`config.mk`:
```
export PLATFORM = sky130hd
export DESIGN_NAME = desk_display_frame_decoder
export DESIGN_NICKNAME = d
export VERILOG_FILES = /design/src/design/ddfd_pkg.sv /design/src/design/ddfd_height_step.sv /design/src/design/desk_display_frame_decoder.sv
export SDC_FILE = /design/constraint.sdc
export NUM_CORES = 1
export LEC_CHECK = 0
export BUFFER_PORTS_ARGS = -buffer_cell sky130_fd_sc_hd__buf_2
export CAP_MARGIN = 20
export CORE_ASPECT_RATIO = 2
export CORE_UTILIZATION = 40
export CTS_CLUSTER_DIAMETER = 50
export DETAILED_ROUTE_END_ITERATION = 10
export HOLD_SLACK_MARGIN = 0.1
export PLACE_DENSITY = 0.67
export SLEW_MARGIN = 30
export SYNTH_ARGS = -nofsm -noshare
export SYNTH_HDL_FRONTEND = slang
export SYNTH_SLANG_ARGS = --single-unit
```
`constraint.sdc`:
```
create_clock -name i_clk -period 6.83 [get_ports i_clk]
set_input_delay 2.049 -clock i_clk [delete_from_list [all_inputs] [get_ports i_clk]]
set_output_delay 2.049 -clock i_clk [all_outputs]
set_load 0.05 [all_outputs]
```
`src/design/ddfd_pkg.sv`:
```
// Package with types, constants and helpers of the desk display frame decoder.
`default_nettype none

package ddfd_pkg;

    localparam int unsigned ACC_W   = 13;
    localparam int unsigned H_W     = 12;
    localparam int unsigned ADDR_W  = 3;
    localparam int unsigned DATA_W  = 32;
    localparam int unsigned OUT_W   = 16;

    localparam logic [ACC_W-1:0] HEIGHT_SAT = 13'd4096;

    localparam logic [7:0] CH_OPEN  = 8'h3A;
    localparam logic [7:0] CH_CLOSE = 8'h3B;
    localparam logic [7:0] CH_CMD_D = 8'h44;
    localparam logic [7:0] CH_COMMA = 8'h2C;
    localparam logic [7:0] CH_POINT = 8'h2E;
    localparam logic [7:0] CH_ZERO  = 8'h30;
    localparam logic [7:0] CH_NINE  = 8'h39;

    localparam logic [H_W-1:0] MIN_RESET = 12'd200;
    localparam logic [H_W-1:0] MAX_RESET = 12'd1500;

    localparam logic REG_MIN = 1'b0;
    localparam logic REG_MAX = 1'b1;

    typedef enum logic [2:0] {
        ST_OK         = 3'd0,
        ST_SHORT      = 3'd1,
        ST_BAD_HEX    = 3'd2,
        ST_CHECKSUM   = 3'd3,
        ST_OTHER_CMD  = 3'd4,
        ST_BLANK      = 3'd5,
        ST_BAD_NUMBER = 3'd6,
        ST_RANGE      = 3'd7
    } t_status;

    typedef struct packed {
        logic done;
        logic extra;
        logic bad;
        logic frac;
        logic point;
        logic digit;
    } t_num_flags;

    // Bit 4 set marks a character that is no hex digit.
    function automatic logic [4:0] hex_nibble(input logic [7:0] c);
        logic [4:0] v;
        v = 5'h10;
        if (c >= 8'h30 && c <= 8'h39) begin
            v = {1'b0, 4'(c - 8'h30)};
        end else if (c >= 8'h41 && c <= 8'h46) begin
            v = {1'b0, 4'(c - 8'h37)};
        end else if (c >= 8'h61 && c <= 8'h66) begin
            v = {1'b0, 4'(c - 8'h57)};
        end
        return v;
    endfunction

endpackage

`default_nettype wire

```
`src/design/ddfd_height_step.sv`:
```
// One character step of the decimal height parser.
`default_nettype none

module ddfd_height_step #(
    parameter int unsigned MAX_HEIGHT_CHARS = 15,
    parameter int unsigned HC_W             = 4
) (
    input  wire logic                      i_en,
    input  wire logic [7:0]                i_char,
    input  wire logic [ddfd_pkg::ACC_W-1:0] i_acc,
    input  wire ddfd_pkg::t_num_flags      i_flags,
    input  wire logic [HC_W-1:0]           i_count,
    output logic [ddfd_pkg::ACC_W-1:0]     o_acc,
    output ddfd_pkg::t_num_flags           o_flags,
    output logic [HC_W-1:0]                o_count
);
    import ddfd_pkg::*;

    logic        w_skip;
    logic        w_is_digit;
    logic [3:0]  w_d;
    logic [16:0] w_int_sum;
    logic [16:0] w_frac_sum;

    always_comb begin
        w_skip     = i_flags.done || (i_count >= HC_W'(MAX_HEIGHT_CHARS));
        w_is_digit = (i_char >= CH_ZERO) && (i_char <= CH_NINE);
        w_d        = 4'(i_char - CH_ZERO);
        w_int_sum  = {1'b0, i_acc, 3'b000} + {3'b000, i_acc, 1'b0}
                   + {10'd0, w_d, 3'b000} + {12'd0, w_d, 1'b0};
        w_frac_sum = {4'd0, i_acc} + {13'd0, w_d};

        o_acc   = i_acc;
        o_flags = i_flags;
        o_count = i_count;
        if (i_en && !w_skip) begin
            if (i_char == CH_COMMA) begin
                o_flags.done = 1'b1;
            end else begin
                o_count = i_count + HC_W'(1);
                if (w_is_digit) begin
                    o_flags.digit = 1'b1;
                    if (!i_flags.point) begin
                        o_acc = (w_int_sum > {4'd0, HEIGHT_SAT}) ? HEIGHT_SAT
                                                                 : w_int_sum[ACC_W-1:0];
                    end else if (!i_flags.frac) begin
                        o_acc = (w_frac_sum > {4'd0, HEIGHT_SAT}) ? HEIGHT_SAT
                                                                  : w_frac_sum[ACC_W-1:0];
                        o_flags.frac = 1'b1;
                    end else if (w_d != 4'd0) begin
                        o_flags.extra = 1'b1;
                    end
                end else if (i_char == CH_POINT && !i_flags.point) begin
                    o_flags.point = 1'b1;
                end else begin
                    o_flags.bad = 1'b1;
                end
            end
        end
    end

endmodule

`default_nettype wire

```
`src/design/desk_display_frame_decoder.sv`:
```
// Bytes enter an input register; a frame's result goes to a result register.
// Throughput: one byte per cycle; the input register stalls only while a
// result waits in the output register and m_axis_tready is low.
// Reset (synchronous, active low): frame state, flags and valids clear,
// height limits return to 200 and 1500 tenths of a centimeter.
`default_nettype none

module desk_display_frame_decoder #(
    parameter int unsigned MAX_BODY         = 31,
    parameter int unsigned MAX_HEIGHT_CHARS = 15
) (
    input  wire logic                          i_clk,
    input  wire logic                          i_rst_n,
    input  wire logic                          psel,
    input  wire logic                          penable,
    input  wire logic                          pwrite,
    input  wire logic [ddfd_pkg::ADDR_W-1:0]   paddr,
    input  wire logic [ddfd_pkg::DATA_W-1:0]   pwdata,
    output logic [ddfd_pkg::DATA_W-1:0]        prdata,
    output logic                               pready,
    input  wire logic                          s_axis_tvalid,
    output logic                               s_axis_tready,
    input  wire logic [7:0]                    s_axis_tdata,  // [7:0] rx_byte
    output logic                               m_axis_tvalid,
    input  wire logic                          m_axis_tready,
    // [2:0] frame_status, [14:3] height_tenths, [15] ack_request
    output logic [ddfd_pkg::OUT_W-1:0]         m_axis_tdata
);
    import ddfd_pkg::*;

    localparam int unsigned BC_W = $clog2(MAX_BODY + 1);
    localparam int unsigned HC_W = $clog2(MAX_HEIGHT_CHARS + 1);

    logic [H_W-1:0]   r_min;
    logic [H_W-1:0]   r_max;

    logic             r_in_valid;
    logic [7:0]       r_in_byte;

    logic             r_in_frame,  n_in_frame;
    logic [BC_W-1:0]  r_body_count, n_body_count;
    logic [7:0]       r_pend0,     n_pend0;
    logic [7:0]       r_pend1,     n_pend1;
    logic [7:0]       r_sum,       n_sum;
    logic [7:0]       r_cmd,       n_cmd;
    logic [ACC_W-1:0] r_acc,       n_acc;
    t_num_flags       r_flags,     n_flags;
    logic [HC_W-1:0]  r_hcount,    n_hcount;

    logic             r_out_valid;
    t_status          r_out_status;
    logic [H_W-1:0]   r_out_height;

    logic             w_adv;
    logic             w_emit;
    logic             w_commit;
    logic             w_feed;
    t_status          w_status;
    logic [4:0]       w_hi;
    logic [4:0]       w_lo;
    logic [ACC_W-1:0] w_step_acc;
    t_num_flags       w_step_flags;
    logic [HC_W-1:0]  w_step_count;

    // Configuration port
    assign pready = 1'b1;
    assign prdata = {{(DATA_W-H_W){1'b0}}, (paddr[2] == REG_MAX) ? r_max : r_min};

    always_ff @(posedge i_clk) begin
        if (!i_rst_n) begin
            r_min <= MIN_RESET;
            r_max <= MAX_RESET;
        end else if (psel && penable && pwrite && pready) begin
            if (paddr[2] == REG_MAX) begin
                r_max <= pwdata[H_W-1:0];
            end else begin
                r_min <= pwdata[H_W-1:0];
            end
        end
    end

    // Input register
    assign w_adv         = r_in_valid && (!r_out_valid || m_axis_tready);
    assign s_axis_tready = !r_in_valid || w_adv;

    always_ff @(posedge i_clk) begin
        if (!i_rst_n) begin
            r_in_valid <= 1'b0;
        end else if (s_axis_tvalid && s_axis_tready) begin
            r_in_valid <= 1'b1;
        end else if (w_adv) begin
            r_in_valid <= 1'b0;
        end
    end

    always_ff @(posedge i_clk) begin
        if (s_axis_tvalid && s_axis_tready) begin
            r_in_byte <= s_axis_tdata;
        end
    end

    // Frame close evaluation
    always_comb begin
        w_hi = hex_nibble(r_pend0);
        w_lo = hex_nibble(r_pend1);
        if (r_body_count < BC_W'(3)) begin
            w_status = ST_SHORT;
        end else if (w_hi[4] || w_lo[4]) begin
            w_status = ST_BAD_HEX;
        end else if ({w_hi[3:0], w_lo[3:0]} != r_sum) begin
            w_status = ST_CHECKSUM;
        end else if (r_cmd != CH_CMD_D) begin
            w_status = ST_OTHER_CMD;
        end else if (r_body_count < BC_W'(4) || r_hcount == '0) begin
            w_status = ST_BLANK;
        end else if (r_flags.bad || !r_flags.digit) begin
            w_status = ST_BAD_NUMBER;
        end else if (r_acc < {1'b0, r_min} || r_acc > {1'b0, r_max}
                     || (r_acc == {1'b0, r_max} && r_flags.extra)) begin
            w_status = ST_RANGE;
        end else begin
            w_status = ST_OK;
        end
    end

    // Body character flow
    assign w_commit = r_in_frame && r_in_byte != CH_OPEN && r_in_byte != CH_CLOSE
                      && r_body_count < BC_W'(MAX_BODY) && r_body_count >= BC_W'(2);
    assign w_feed   = w_commit && r_body_count != BC_W'(2);
    assign w_emit   = r_in_frame && r_in_byte == CH_CLOSE;

    ddfd_height_step #(
        .MAX_HEIGHT_CHARS (MAX_HEIGHT_CHARS),
        .HC_W             (HC_W)
    ) u_height (
        .i_en    (w_feed),
        .i_char  (r_pend0),
        .i_acc   (r_acc),
        .i_flags (r_flags),
        .i_count (r_hcount),
        .o_acc   (w_step_acc),
        .o_flags (w_step_flags),
        .o_count (w_step_count)
    );

    always_comb begin
        n_in_frame   = r_in_frame;
        n_body_count = r_body_count;
        n_pend0      = r_pend0;
        n_pend1      = r_pend1;
        n_sum        = r_sum;
        n_cmd        = r_cmd;
        n_acc        = w_step_acc;
        n_flags      = w_step_flags;
        n_hcount     = w_step_count;
        if (r_in_byte == CH_OPEN) begin
            n_in_frame   = 1'b1;
            n_body_count = '0;
            n_sum        = '0;
            n_acc        = '0;
            n_flags      = '0;
            n_hcount     = '0;
        end else if (r_in_frame) begin
            if (r_in_byte == CH_CLOSE) begin
                n_in_frame = 1'b0;
            end else if (r_body_count >= BC_W'(MAX_BODY)) begin
                n_in_frame = 1'b0;
            end else begin
                if (w_commit) begin
                    n_sum   = r_sum + r_pend0;
                    n_pend0 = r_pend1;
                    n_pend1 = r_in_byte;
                    if (r_body_count == BC_W'(2)) begin
                        n_cmd = r_pend0;
                    end
                end else if (r_body_count == '0) begin
                    n_pend0 = r_in_byte;
                end else begin
                    n_pend1 = r_in_byte;
                end
                n_body_count = r_body_count + BC_W'(1);
            end
        end
    end

    always_ff @(posedge i_clk) begin
        if (!i_rst_n) begin
            r_in_frame   <= 1'b0;
            r_body_count <= '0;
            r_sum        <= '0;
            r_acc        <= '0;
            r_flags      <= '0;
            r_hcount     <= '0;
        end else if (w_adv) begin
            r_in_frame   <= n_in_frame;
            r_body_count <= n_body_count;
            r_sum        <= n_sum;
            r_acc        <= n_acc;
            r_flags      <= n_flags;
            r_hcount     <= n_hcount;
        end
    end

    always_ff @(posedge i_clk) begin
        if (w_adv) begin
            r_pend0 <= n_pend0;
            r_pend1 <= n_pend1;
            r_cmd   <= n_cmd;
        end
    end

    // Result register
    always_ff @(posedge i_clk) begin
        if (!i_rst_n) begin
            r_out_valid <= 1'b0;
        end else if (w_adv && w_emit) begin
            r_out_valid <= 1'b1;
        end else if (m_axis_tready) begin
            r_out_valid <= 1'b0;
        end
    end

    always_ff @(posedge i_clk) begin
        if (w_adv && w_emit) begin
            r_out_status <= w_status;
            r_out_height <= (w_status == ST_OK) ? r_acc[H_W-1:0] : '0;
        end
    end

    assign m_axis_tvalid = r_out_valid;
    assign m_axis_tdata  = {r_out_status == ST_OK, r_out_height, r_out_status};

endmodule

`default_nettype wire

```
==> flow_metrics.tcl <==
set metrics [dict create \
    drt_iter0_drc 261 \
    grt_pass1_wl_mm 30.16 \
    maxCapViolations 0 \
    hold-path-cell-count 2 \
    synth_flop_cell "dfxtp_1" \
    worstHoldEndpoint "r_flags[5]$_SDFFE_PN0P_" \
    ctsHoldBuffers 0 \
    grt.overflow.total 0 \
    setup_viol 0 \
    reg2reg_slack_ps 2030 \
    layout.nets 1032 \
    die-height_um 195.9 \
    r2r_end "r_acc[5]$_SDFFE_PN0P_" \
    clk_latency_ps 360 \
    vias 6313 \
    num_io_pins 101 \
    port_buffers 57 \
    routedWlPerCell_um 16.92 \
    cts_buffer_depth 2 \
    rsz0062_at_grt "false" \
    area_delta_synth_final_pct 9.649 \
    final_area_um2 8247 \
    crit_required_ps 4780 \
    cts_tree "yes" \
    dr.pass1.iters 4 \
    worstSetupStartpointType "primary input" \
    die-area_um2 19390 \
    gp_congestion 0.8766 \
    htreeDepth 3 \
    instances_no_fill 1116 \
    synth_cell_types 73 \
    fin_worst_skew_ps 8.277 \
    antenna_found_initial 0 \
    final_common_cell "nand2_1" \
    coreArea_um2 18310 \
    final_antenna_net_count 0 \
    peakVddDrop_uv 144.2 \
    holdCritPathClass "flip-flop to flip-flop" \
    numCtsBuffers 9 \
    netlist_instances 849 \
    synth_seq_cells 110 \
    cp-end-kind "primary output" \
    tns_ps 0 \
    finalCritPeriodShare_pct 73.07 \
    synth-edff-count 47 \
    powerDensity_nw_per_um2 160.6 \
    cts_setup_buffers 0 \
    cts_root_buf "clkbuf_16" \
    vias_per_cell 5.657 \
    drc 0 \
    relSlewSlack_pct 45.62 \
    finalHoldViolations 0 \
    holdWs_ps 459.0 \
    grt_pass1_vias 6163 \
    num_antenna_cells 0 \
    cts.sinks 110 \
    initial_core_util_pct 41.09 \
    synthesis.area_um2 7521 \
    leakagePower_uw 0.003443 \
    postSynthAreaPerCell_um2 8.859 \
    yosys_warnings 0 \
    rr_worst_depth 12 \
    critPathMaxFanout 27 \
    final_cell_mix "nand2_1 (100), ha_1 (78), inv_1 (71)" \
    fin_crit_ps 4991 \
    cp_data_arrival_time_ps 2940 \
    worst_pin_slew_ps 812.2 \
    place_inst 1099 \
    drive_gt1_share_pct 10.11 \
    clk_pin_slew_ps 70 \
    grt_max_degree 38 \
    die_x_um 98.96 \
    status "finished, final reports clean" \
    dpl.hpwl_mm 14.93 \
    hold_start "r_flags[5]$_SDFFE_PN0P_" \
    report.final.slew_viol_count 0 \
    routed_wl_mm 18.88 \
    max_freq_mhz 200.4 \
    critPathKind "primary input to primary output" \
    async_flop_share_pct 0 \
    worstReg2RegStart "r_pend0[1]$_DFFE_PP_" \
    postPlaceCellArea_um2 7928 \
    seq_area_frac_synth_pct 35.53 \
    grt_use_total_pct 20.19 \
    post_cts_resized 0 \
    rows 70 \
]
==> how the worst max path moves through the flow <==
stage | end | slack, ps | startpoint | cells past startpoint
2_1_floorplan | prdata[0] | 1250 | paddr[2] | 3
3_3_place_gp | prdata[4] | 1870 | paddr[2] | 4
3_5_place_dp | prdata[1] | 1850 | paddr[2] | 4
4_1_cts | prdata[1] | 1850 | paddr[2] | 4
5_1_grt | r_acc[5]$_SDFFE_PN0P_ | 1700 | r_pend0[1]$_DFFE_PP_ | 12
6_report | prdata[1] | 1840 | paddr[2] | 4
==> worst max-delay path, stage by stage <==
cell and delay (ps):
buf_2 340, nand2_1 90, o21ai_0 130, buf_2 320
==> report_power, final <==
part / switching (uW) / total [uW] / internal, uW
clock network: 252 / 540 / 288
registers: 5.28 / 696 / 691
logic: 69.2 / 88.3 / 19.1
==> through the flow <==
stage,power (uW),util [%],setup slack (ps)
global placement,798.6,43.27,1871
global route,1368,45.05,1697
floorplan,785.3,-,1255
detailed placement,799.6,43.31,1849
finish,1325,45.05,1839
CTS,1338,44.94,1849
==> per-layer routing <==
layer	track usage, %	share of wire (%)	vias up
li1	-	-	3112
met1	18.19	35	3006
met2	40.69	58	138
met3	2.387	2.2	57
met4	13.16	5.5	0
met5	0	0	-
==> registers in the layout (all words and copies together), names as in the netlist <==
register,cells
r_sum,8
r_acc,13
r_hcount,4
r_max,12
r_out_status,3
r_in_frame,1
r_in_valid,1
r_out_height,12
r_body_count,5
m_axis_tvalid,1
r_min,12
r_in_byte,8
r_flags,6
r_pend0,8
r_cmd,8
r_pend1,8
==> cell type report <==
cell class                 instances  area, um2
fill                            1774      10060
multi-input combinational        642       4425
sequential                       110       2673
timing repair buffer              61      312.8
tap                              216      270.3
inverter                          71      266.5
clock buffer                      10      229.0
clock inverter                     6      70.07
==> cell usage after synthesis, types with 12 or more instances <==
cell type | n | area [um2]
a211oi_1 | 12 | 90.09
dfxtp_1 | 63 | 1261
nor2b_1 | 12 | 75.07
nand4_1 | 17 | 106.4
nand3_1 | 21 | 105.1
and2_1 | 16 | 100.1
nand2_1 | 100 | 375.4
ha_1 | 78 | 975.9
o211ai_1 | 16 | 120.1
clkbuf_1 | 23 | 86.33
xnor2_1 | 13 | 113.9
edfxtp_1 | 47 | 1411
o21ai_0 | 36 | 180.2
a21o_1 | 12 | 90.09
buf_4 | 21 | 157.7
inv_1 | 71 | 266.5
o21ai_1 | 12 | 60.06
nor3_1 | 16 | 80.08
a21oi_1 | 47 | 235.2
xor2_1 | 16 | 140.1
nor2_1 | 51 | 191.4
==> kinds of logic after synthesis <==
| kind of cell | after synthesis | share of synthesized area [%] |
|---|---|---|
| AND/OR/NAND/NOR | 294 | 20.26 |
| AO/OA/AOI/OAI | 209 | 18.13 |
| buffers and inverters | 116 | 6.937 |
| flip-flops | 110 | 35.53 |
| adder cells (fa/ha/maj) | 87 | 15.37 |
| XOR/XNOR | 29 | 3.377 |
| other | 2 | 0.09985 |
| multiplexers | 2 | 0.2828 |
(Power assumes the default switching activity.)
